[config.mk]
export PLATFORM = sky130hd
export DESIGN_NAME = radix_integer_to_ascii
export DESIGN_NICKNAME = d
export VERILOG_FILES = /design/src/design/ria_pkg.sv /design/src/design/radix_integer_to_ascii.sv /design/src/design/ria_ram.sv /design/src/design/ria_div.sv
export SDC_FILE = /design/constraint.sdc
export NUM_CORES = 1
export LEC_CHECK = 0
export BUFFER_PORTS_ARGS = -buffer_cell sky130_fd_sc_hd__buf_2
export CORE_MARGIN = 2
export CORE_UTILIZATION = 41
export CTS_BUF_LIST = sky130_fd_sc_hd__clkbuf_8
export DETAILED_ROUTE_END_ITERATION = 7
export PLACE_DENSITY = 0.54
export SETUP_SLACK_MARGIN = 0.15
export SYNTH_ARGS = -nofsm -noshare
export SYNTH_HDL_FRONTEND = slang
export SYNTH_SLANG_ARGS = --single-unit
[constraint.sdc]
create_clock -name clk -period 24.3 [get_ports clk]
set_input_delay 4.86 -clock clk [delete_from_list [all_inputs] [get_ports clk]]
set_output_delay 4.86 -clock clk [all_outputs]
set_load 0.02 [all_outputs]
[src/design/ria_pkg.sv]
// Shared constants, types and digit-to-ASCII mapping for the radix converter.
package ria_pkg;

  localparam int VALUE_BITS_DEF = 64;
  localparam int MAX_DIGITS_DEF = 64;

  localparam int FIELD_BITS = 64;  // width of the value port
  localparam int RADIX_BITS = 6;
  localparam int DIGIT_BITS = 6;
  localparam int CHAR_BITS  = 8;
  localparam int STEP_BITS  = 8;   // quotient bits resolved per divider cycle

  localparam logic [RADIX_BITS-1:0] RADIX_MIN = 6'd2;
  localparam logic [RADIX_BITS-1:0] RADIX_MAX = 6'd36;

  localparam logic [CHAR_BITS-1:0] ASCII_ZERO  = 8'h30;  // '0'
  localparam logic [CHAR_BITS-1:0] ASCII_LOWER = 8'h61;  // 'a'
  localparam logic [CHAR_BITS-1:0] ASCII_UPPER = 8'h41;  // 'A'
  localparam logic [DIGIT_BITS-1:0] DECIMAL_TEN = 6'd10;

  typedef struct packed {
    logic load;  // take a new dividend, clear the partial remainder
    logic run;   // advance the division by one step
  } ria_div_ctrl_t;

  typedef struct packed {
    logic                  done;      // this step completes one digit
    logic                  quo_zero;  // quotient after this step is zero
    logic [DIGIT_BITS-1:0] digit;     // remainder after this step
  } ria_div_stat_t;

  function automatic logic [CHAR_BITS-1:0] glyph(input logic [DIGIT_BITS-1:0] d,
                                                  input logic up);
    logic [CHAR_BITS-1:0] base;
    base = up ? ASCII_UPPER : ASCII_LOWER;
    if (d < DECIMAL_TEN) begin
      return ASCII_ZERO + CHAR_BITS'(d);
    end
    return base + CHAR_BITS'(d - DECIMAL_TEN);
  endfunction

endpackage

[src/design/radix_integer_to_ascii.sv]
// Flow: the request is loaded, the divider yields each digit in STEP_BITS-bit passes, then each
//   character goes through stack read, glyph and hand-off, and the hand-off waits out any output stall.
// Throughput: one request at a time; a long conversion such as a 64-bit value in radix 2 is bound
//   by the shared 8-bit-per-cycle divider and the registered-read digit stack.
// A zero value skips the divider; with print_zero it goes straight to output as a lone '0'.
// Reset (rst, synchronous, active high) idles the sequencer; the digit stack is not cleared.
module radix_integer_to_ascii #(
  parameter int VALUE_BITS = ria_pkg::VALUE_BITS_DEF,
  parameter int MAX_DIGITS = ria_pkg::MAX_DIGITS_DEF
) (
  input  logic                           clk,
  input  logic                           rst,
  // request channel
  input  logic                           req_valid,
  output logic                           req_stall,
  input  logic [ria_pkg::FIELD_BITS-1:0] value,
  input  logic [ria_pkg::RADIX_BITS-1:0] radix,
  input  logic                           upper_case,
  input  logic                           print_zero,
  // character channel
  output logic                           res_valid,
  input  logic                           res_stall,
  output logic [ria_pkg::CHAR_BITS-1:0]  character,
  output logic                           last
);

  localparam int AW = $clog2(MAX_DIGITS);      // digit stack address
  localparam int CW = $clog2(MAX_DIGITS + 1);  // digit count, holds MAX_DIGITS

  // Sequencer: IDLE takes a request, DIV runs the divider and pushes one
  // remainder per digit, then RD/LOAD/OUT pop the stack top-down, one
  // character per pass; a printed zero goes from IDLE straight to OUT.
  typedef enum logic [4:0] {
    ST_IDLE = 5'b00001,
    ST_DIV  = 5'b00010,
    ST_RD   = 5'b00100,
    ST_LOAD = 5'b01000,
    ST_OUT  = 5'b10000
  } state_t;

  state_t state;

  logic [ria_pkg::RADIX_BITS-1:0] base;      // clamped radix
  logic [ria_pkg::RADIX_BITS-1:0] base_next;
  logic                           upper;
  logic [CW-1:0]                  count;     // digits pushed so far
  logic [AW-1:0]                  rd_idx;    // stack entry being emitted

  logic [VALUE_BITS-1:0]          value_m;   // only the low VALUE_BITS count
  logic                           accept;

  ria_pkg::ria_div_ctrl_t         div_ctrl;
  ria_pkg::ria_div_stat_t         div_stat;

  logic [ria_pkg::DIGIT_BITS-1:0] stack_rdata;

  assign value_m   = value[VALUE_BITS-1:0];
  assign req_stall = (state != ST_IDLE);
  assign accept    = req_valid && !req_stall;
  assign res_valid = (state == ST_OUT);

  // radix outside 2..36 saturates
  always_comb begin
    base_next = radix;
    if (radix < ria_pkg::RADIX_MIN) begin
      base_next = ria_pkg::RADIX_MIN;
    end else if (radix > ria_pkg::RADIX_MAX) begin
      base_next = ria_pkg::RADIX_MAX;
    end
  end

  assign div_ctrl.load = accept && (value_m != '0);
  assign div_ctrl.run  = (state == ST_DIV);

  ria_div #(
    .VALUE_BITS (VALUE_BITS)
  ) u_div (
    .clk      (clk),
    .rst      (rst),
    .ctrl     (div_ctrl),
    .dividend (value_m),
    .radix    (base),
    .stat     (div_stat)
  );

  // Remainders are pushed least significant first, so popping from the top
  // yields the most significant digit first.
  ria_ram #(
    .WIDTH (ria_pkg::DIGIT_BITS),
    .DEPTH (MAX_DIGITS)
  ) u_stack (
    .clk   (clk),
    .we    (div_stat.done),
    .waddr (count[AW-1:0]),
    .wdata (div_stat.digit),
    .raddr (rd_idx),
    .rdata (stack_rdata)
  );

  always_ff @(posedge clk) begin
    if (rst) begin
      state <= ST_IDLE;
      count <= '0;
    end else begin
      case (state)
        ST_IDLE: begin
          if (accept) begin
            count <= '0;
            if (value_m != '0) begin
              state <= ST_DIV;
            end else if (print_zero) begin
              // zero prints as a lone '0'
              state <= ST_OUT;
            end
          end
        end
        ST_DIV: begin
          if (div_stat.done) begin
            count <= count + CW'(1);
            // stop on a zero quotient or a full stack (high digits dropped)
            if (div_stat.quo_zero || (count == CW'(MAX_DIGITS - 1))) begin
              state <= ST_RD;
            end
          end
        end
        ST_RD: begin
          state <= ST_LOAD;
        end
        ST_LOAD: begin
          state <= ST_OUT;
        end
        ST_OUT: begin
          if (!res_stall) begin
            state <= last ? ST_IDLE : ST_RD;
          end
        end
        default: begin
          state <= ST_IDLE;
        end
      endcase
    end
  end

  // request fields and output payload, no reset needed
  always_ff @(posedge clk) begin
    if (accept) begin
      base  <= base_next;
      upper <= upper_case;
      if (value_m == '0) begin
        character <= ria_pkg::ASCII_ZERO;
        last      <= 1'b1;
      end
    end
    if ((state == ST_DIV) && div_stat.done) begin
      rd_idx <= count[AW-1:0];
    end
    if (state == ST_LOAD) begin
      character <= ria_pkg::glyph(stack_rdata, upper);
      last      <= (rd_idx == '0);
    end
    if ((state == ST_OUT) && !res_stall && !last) begin
      rd_idx <= rd_idx - AW'(1);
    end
  end

endmodule

[src/design/ria_ram.sv]
// Generic single-write, single-read RAM with registered read data.
module ria_ram #(
  parameter int WIDTH = 8,
  parameter int DEPTH = 64
) (
  input  logic                     clk,
  input  logic                     we,
  input  logic [$clog2(DEPTH)-1:0] waddr,
  input  logic [WIDTH-1:0]         wdata,
  input  logic [$clog2(DEPTH)-1:0] raddr,
  output logic [WIDTH-1:0]         rdata
);

  logic [WIDTH-1:0] mem [DEPTH];

  always_ff @(posedge clk) begin
    if (we) begin
      mem[waddr] <= wdata;
    end
    rdata <= mem[raddr];
  end

endmodule

[src/design/ria_div.sv]
// Iterative divider: dividend by a 6-bit radix, STEP_BITS quotient bits per cycle while run is set.
module ria_div #(
  parameter int VALUE_BITS = ria_pkg::VALUE_BITS_DEF
) (
  input  logic                           clk,
  input  logic                           rst,
  input  ria_pkg::ria_div_ctrl_t         ctrl,
  input  logic [VALUE_BITS-1:0]          dividend,
  input  logic [ria_pkg::RADIX_BITS-1:0] radix,
  output ria_pkg::ria_div_stat_t         stat
);

  localparam int SB     = ria_pkg::STEP_BITS;
  localparam int RB     = ria_pkg::RADIX_BITS;
  localparam int PASSES = (VALUE_BITS + SB - 1) / SB;
  localparam int PW     = PASSES * SB;
  localparam int PCW    = (PASSES > 1) ? $clog2(PASSES) : 1;

  logic [PW-1:0]  quo;
  logic [PW-1:0]  quo_next;
  logic [RB-1:0]  rem;
  logic [RB-1:0]  rem_next;
  logic [SB-1:0]  qbits;
  logic [SB-1:0]  chunk;
  logic [PCW-1:0] pass;

  assign chunk = quo[PW-1 -: SB];

  // restoring steps; remainder stays below the radix so it fits in RB bits
  always_comb begin
    logic [RB:0] trial;
    rem_next = rem;
    qbits    = '0;
    for (int i = SB - 1; i >= 0; i--) begin
      trial = {rem_next, chunk[i]};
      if (trial >= {1'b0, radix}) begin
        trial    = trial - {1'b0, radix};
        qbits[i] = 1'b1;
      end
      rem_next = trial[RB-1:0];
    end
  end

  generate
    if (PASSES > 1) begin : g_multi
      assign quo_next = {quo[PW-SB-1:0], qbits};
    end else begin : g_single
      assign quo_next = qbits;
    end
  endgenerate

  assign stat.done     = ctrl.run && (pass == PCW'(PASSES - 1));
  assign stat.quo_zero = (quo_next == '0);
  assign stat.digit    = rem_next;

  always_ff @(posedge clk) begin
    if (rst) begin
      pass <= '0;
      rem  <= '0;
    end else if (ctrl.load) begin
      pass <= '0;
      rem  <= '0;
    end else if (ctrl.run) begin
      if (stat.done) begin
        pass <= '0;
        rem  <= '0;
      end else begin
        pass <= pass + PCW'(1);
        rem  <= rem_next;
      end
    end
  end

  always_ff @(posedge clk) begin
    if (ctrl.load) begin
      quo <= PW'(dividend);
    end else if (ctrl.run) begin
      quo <= quo_next;
    end
  end

endmodule
**Word level (Yosys, flattened, before mapping)**

Memory sizes are Yosys's and may differ from the RTL's. A register that Yosys moved wholly into a read port is not among the register bits.
Index checks and enable logic that the tools add are counted.

- Memory bits (read-only): 0
- Output and inout port bits: 11
- Logic and storage cells: 121
- Bits in latches: 0
- Bits in writable memories: 384
- Memories: 1
- Input bits: 76
- Register bits: 107

- Equality and inequality tests: 13
- Reduce and logical (&&, ||, !) cells: 24
- Shifts and indexed selects: 0
- $mul: 0
- Order comparisons: 11
- Add/sub/neg operators: 14
- Div/mod/pow operators: 0
- Bitwise logic cells: 0
- Muxes and demuxes: 47

Memory list:

| name | depth | bits a word | read ports | clocked after Yosys merged registers in | wr ports | RTL line | source |
|---|---|---|---|---|---|---|---|
| u_stack.mem | 64 | 6 | 1 | 1 | 1 | ria_ram.sv:14 | `logic [WIDTH-1:0] mem [DEPTH];` |

Operator list:

| kind | count |
|---|---|
| $logic_not 64->1 | 2 |
| $mux 64 | 2 |
| $mux 6 | 13 |
| $reduce_bool 64->1 | 1 |
| $ge 7x6->1 | 8 |
| $sub 6x6->6 | 8 |
| $mux 8 | 5 |
| $mux 5 | 6 |
| $pmux 5 s5 | 1 |
| $mux 1 | 15 |
| $mux 7 | 2 |
| $pmux 7 s2 | 1 |
| $reduce_bool 2->1 | 5 |
| $add 7x8->8 | 1 |
| $add 6x6->7 const A | 1 |
| $add 7x1->7 const B | 1 |
| $eq 7x6->1 const B | 1 |
| $sub 6x4->7 const B | 1 |
| $gt 6x6->1 const B | 1 |
| $logic_and 1x1->1 | 6 |
| $logic_not 6->1 | 1 |
| $lt 6x2->1 const B | 1 |
| $lt 6x4->1 const B | 1 |
| $mux 3 | 2 |
| 18 further kinds | 23 |

**Depth between registers and ports, before layout**

- Word-level depth: 21
- Depth in mapped cells: 84
- Gate-level depth less buffers: 81

**Cells and area by module**

From an unflattened synthesis, not the netlist that was laid out.

- Cells, all modules: 1547
- Area, all modules: 23491.3 um2

By module, submodules not included:

| module | area each (um2) | cells an instance | sequential area each (um2) | instances |
|---|---|---|---|---|
| ria_ram | 15225.9 | 720 | 11651.2 | 1 |
| ria_div | 6148.4 | 598 | 2102.0 | 1 |
| radix_integer_to_ascii | 2117.0 | 229 | 900.9 | 1 |

**Least setup slack after synthesis**

No wires, ideal clock.

- Path type: reg2reg
- Start: reg base[1] in the netlist's numbering
- End: mem u_stack.mem[0][5] in the netlist's numbering, data pin
- Stages on the path, launching flop included: 78
- Arrival: 17975 ps
- Data required time: 23745 ps
- Period minus slack after synthesis: 18531 ps
- Library setup time: 555 ps
- Path buffers: 2
- Path slack: 5769 ps
- Path through: edfxtp_1 -> inv_1 -> ha_1 -> a21o_1 -> a31oi_4 -> a31o_2 -> nand2_1 -> o21ai_0 -> inv_1 -> ha_1 -> nor2b_1 -> o31a_1 -> nor2_1 -> a21oi_1 -> nor2_1 -> o21ai_0 -> ha_1 -> a21o_1 -> [... 42 more ...] -> a21o_1 -> a211oi_1 -> o21ai_0 -> a221oi_4 -> buf_2 -> nor2_1 -> a21oi_1 -> ha_1 -> nor2b_1 -> o21ai_0 -> nand2b_1 -> a21o_1 -> a21o_1 -> a31o_2 -> a21o_1 -> a211oi_2 -> mux2_2 -> a21oi_1

RTL lines:

| element | RTL line | source |
|---|---|---|
| start, declared | radix_integer_to_ascii.sv:43 | `logic [ria_pkg::RADIX_BITS-1:0] base;` |
| start signal, assigned | radix_integer_to_ascii.sv:147 | `base <= base_next;` |
| end, declared | ria_ram.sv:14 |  |

==> flow_summary.json <==
{
  "clk_path_buf_depth": 3,
  "cts_buffers": 85,
  "floorplan.initialDensity_pct": 41.7,
  "worst_slew_pin_slew_ps": 1210,
  "clock_latency_ps": 680,
  "dr_total_vias": 13300,
  "dr.pass1.iters": 5,
  "fin_crit_ps": 20580,
  "hpwl_um": 35400,
  "tns_ps": 0,
  "ys.flop_type": "edfxtp_1",
  "gp_congestion": 0.831,
  "rsz0062_at_grt": "false",
  "skew_ps": 30.5,
  "max_freq_ghz": 0.0486,
  "grt_max_degree": 69,
  "viasPerCell": 5.50,
  "cpPeakStageDelay_ps": 930,
  "path_common_cell": "o21ai_0",
  "netlist_area_um2": 23000,
  "synth_edf_count": 470,
  "port_buffers": 86,
  "core.rowCount": 86,
  "clock-sinks": 497,
  "die-height_um": 241,
  "r2r_cells": 76,
  "timing.final.crit_share_pct": 84.7,
  "drc": 0,
  "min_path_type": "flop to flop",
  "ys_ff_latch": 497,
  "async_reset_ff_share_pct": 0,
  "arrival_ps": 20870,
  "drive_gt1_share_pct": 26.5,
  "holdPathStages": 1,
  "ys_seq_area_share_pct": 63.6,
  "cp.required_ps": 24590,
  "grt_pass1_wl_um": 83100,
  "cp-end-kind": "flop",
  "cpMaxStageDelayCell": "and2_2",
  "worstSetupPathType": "flop to flop",
  "synthCells": 1461,
  "cts_setup_buffers": 0,
  "start_kind": "flop",
  "grt_pass1_vias": 13600,
  "root_buffer": "clkbuf_8",
  "path_max_fanout": 64,
  "htreeDepth": 3,
  "cts_tree": "done",
  "first_iter_violations": 847,
  "hold_violations": 0,
  "fillers": 4844,
  "cts.repair.resized": 0,
  "die-area_um2": 58100,
  "pin_count": 87,
  "die_w_um": 241,
  "yosysWarnings": 0,
  "yosysUniqueCellTypes": 76,
  "grt_overflow": 0,
  "cts_hold_buf": 0,
  "core_area_um2": 55300,
  "syn_area_per_cell_um2": 15.8,
  "cts.clk_slew.worst_paths_ps": 60,
  "slew_headroom_pct": 19.2,
  "final-setup-viol-count": 0,
  "cap_violations": 0,
  "syn_to_final_growth_pct": 13.4,
  "run_status": "finished, final reports clean",
  "drtAntennaViolNets": 0,
  "nets": 1734,
  "maxSlewViolCount": 0,
  "antenna_found_initial": 2,
  "wl_per_cell_um": 23.0,
  "grt_use_total_pct": 19.5,
  "totalWireLength_um": 55400,
  "synth_nets": 1603
}
-- synth_stat cells, types with 15 or more instances --
library cell | instances | area share [%]
a21oi_1 | 53 | 1.2
nor2_1 | 122 | 2.0
ha_1 | 58 | 3.1
mux2_2 | 83 | 4.1
nand2_1 | 67 | 1.1
a21o_1 | 15 | 0.49
nor4_1 | 36 | 0.98
nand4_1 | 15 | 0.41
o21ai_0 | 41 | 0.89
edfxtp_1 | 470 | 61
xor2_1 | 15 | 0.57
mux2i_1 | 31 | 1.3
nor3_1 | 15 | 0.33
xnor2_1 | 30 | 1.1
mux4_2 | 110 | 11
inv_1 | 48 | 0.78
clkbuf_1 | 33 | 0.54
buf_1 | 19 | 0.31
nor2b_1 | 21 | 0.57
dfxtp_1 | 27 | 2.3
-- final timing paths --
check	start	slack [ps]	to
worst max register to register	base[1]	3720	u_stack.mem[60][1]
worst max-delay path	base[1]	3720	u_stack.mem[60][1]
worst min-delay path	state[4]	520	state[3]
worst min register to register	state[4]	520	state[3]
-- flip-flops by register name, indices dropped and copies added, names as in the netlist --
signal,count
last,1
u_div.rem,6
state,5
base,6
character,8
count,7
u_div.quo,64
u_div.pass,3
rd_idx,6
upper,1
u_stack.rdata,6
u_stack.mem,384
-- metal layers --
layer / global-route usage, % / share of wire, % / wire, um / vias to the layer above
met4: 5.74 / 1.8 / 1000 / 0
met5: 0 / 0 / 0 / -
met2: 31.3 / 48 / 26400 / 319
met3: 3.35 / 4.6 / 2570 / 76
li1: - / - / - / 6070
met1: 27.2 / 46 / 25400 / 6807
-- final cells by class --
cell class / count / area, um^2 / area share, %
inverter: 49 / 184 / 0.704
clock inverter: 67 / 542 / 2.07
tap: 748 / 936 / 3.58
clock buffer: 89 / 1220 / 4.69
antenna: 2 / 5.00 / 0.0192
timing repair buffer: 99 / 528 / 2.02
sequential: 497 / 14700 / 56.1
multi-input combinational: 860 / 8060 / 30.8
-- worst max-delay path, delay by kind of cell, from the launching register on --
kind                       cells  cell delay, ps
AOI/OAI and AO/OA             43           11280
and+or+nand+nor               16            3260
adders and majority gates      8            2470
muxes                          5            1620
DFF                            1             770
buffers and inverters          4             710
-- cells by family (layout without fill, tap and decap cells) --
group | count (synthesis) | in the layout | share of synthesized area (%)
AO/OA/AOI/OAI | 187 | 187 | 5.68
XOR/XNOR | 45 | 45 | 1.71
adder cells (fa/ha/maj) | 66 | 66 | 3.84
buffers and inverters | 104 | 304 | 1.72
flip-flops | 497 | 497 | 63.6
multiplexers | 228 | 228 | 16.4
other | 0 | 2 | 0
AND/OR/NAND/NOR | 334 | 334 | 7.03
-- metrics by stage --
| stage | hold WS [ps] | cells | setup WS [ps] | utilization (%) | instance area [um^2] |
|---|---|---|---|---|---|
| final | 520 | 2411 | 3720 | 47.2 | 26100 |
| after global routing | 540 | 2410 | 2050 | 47.2 | 26100 |
| after CTS | 517 | 2409 | 3900 | 47.2 | 26100 |
| after detailed placement | 504 | 2253 | 3960 | 44.0 | 24400 |
| after global placement | 500 | 2253 | 4600 | 44.0 | 24400 |
| after floorplan | 461 | 1461 | 5770 | - | 23000 |
-- cell usage in the layout (no fill, tap or decap), drive strengths merged, types with 4 or more instances in the layout --
cell type	n
and3	4
nor2	122
nor3b	6
a211oi	5
xor2	15
o21ai	43
inv	74
nand3	9
a21oi	53
a221oi	7
nor2b	21
clkinv	33
clkbuf	89
or3	5
fa	8
buf	99
o21a	7
mux2	85
xnor2	30
and2	6
or2	4
dfxtp	27
a31oi	8
mux2i	33
bufinv	8
nor4	36
mux4	110
a22o	5
nand4	15
edfxtp	470
nor3	15
nand2	67
nand2b	13
ha	58
a21o	15
and3b	5
Power is left out: the tool's default activity adds up to more than one toggle a clock period on the data nets, which glitch-free logic cannot reach.
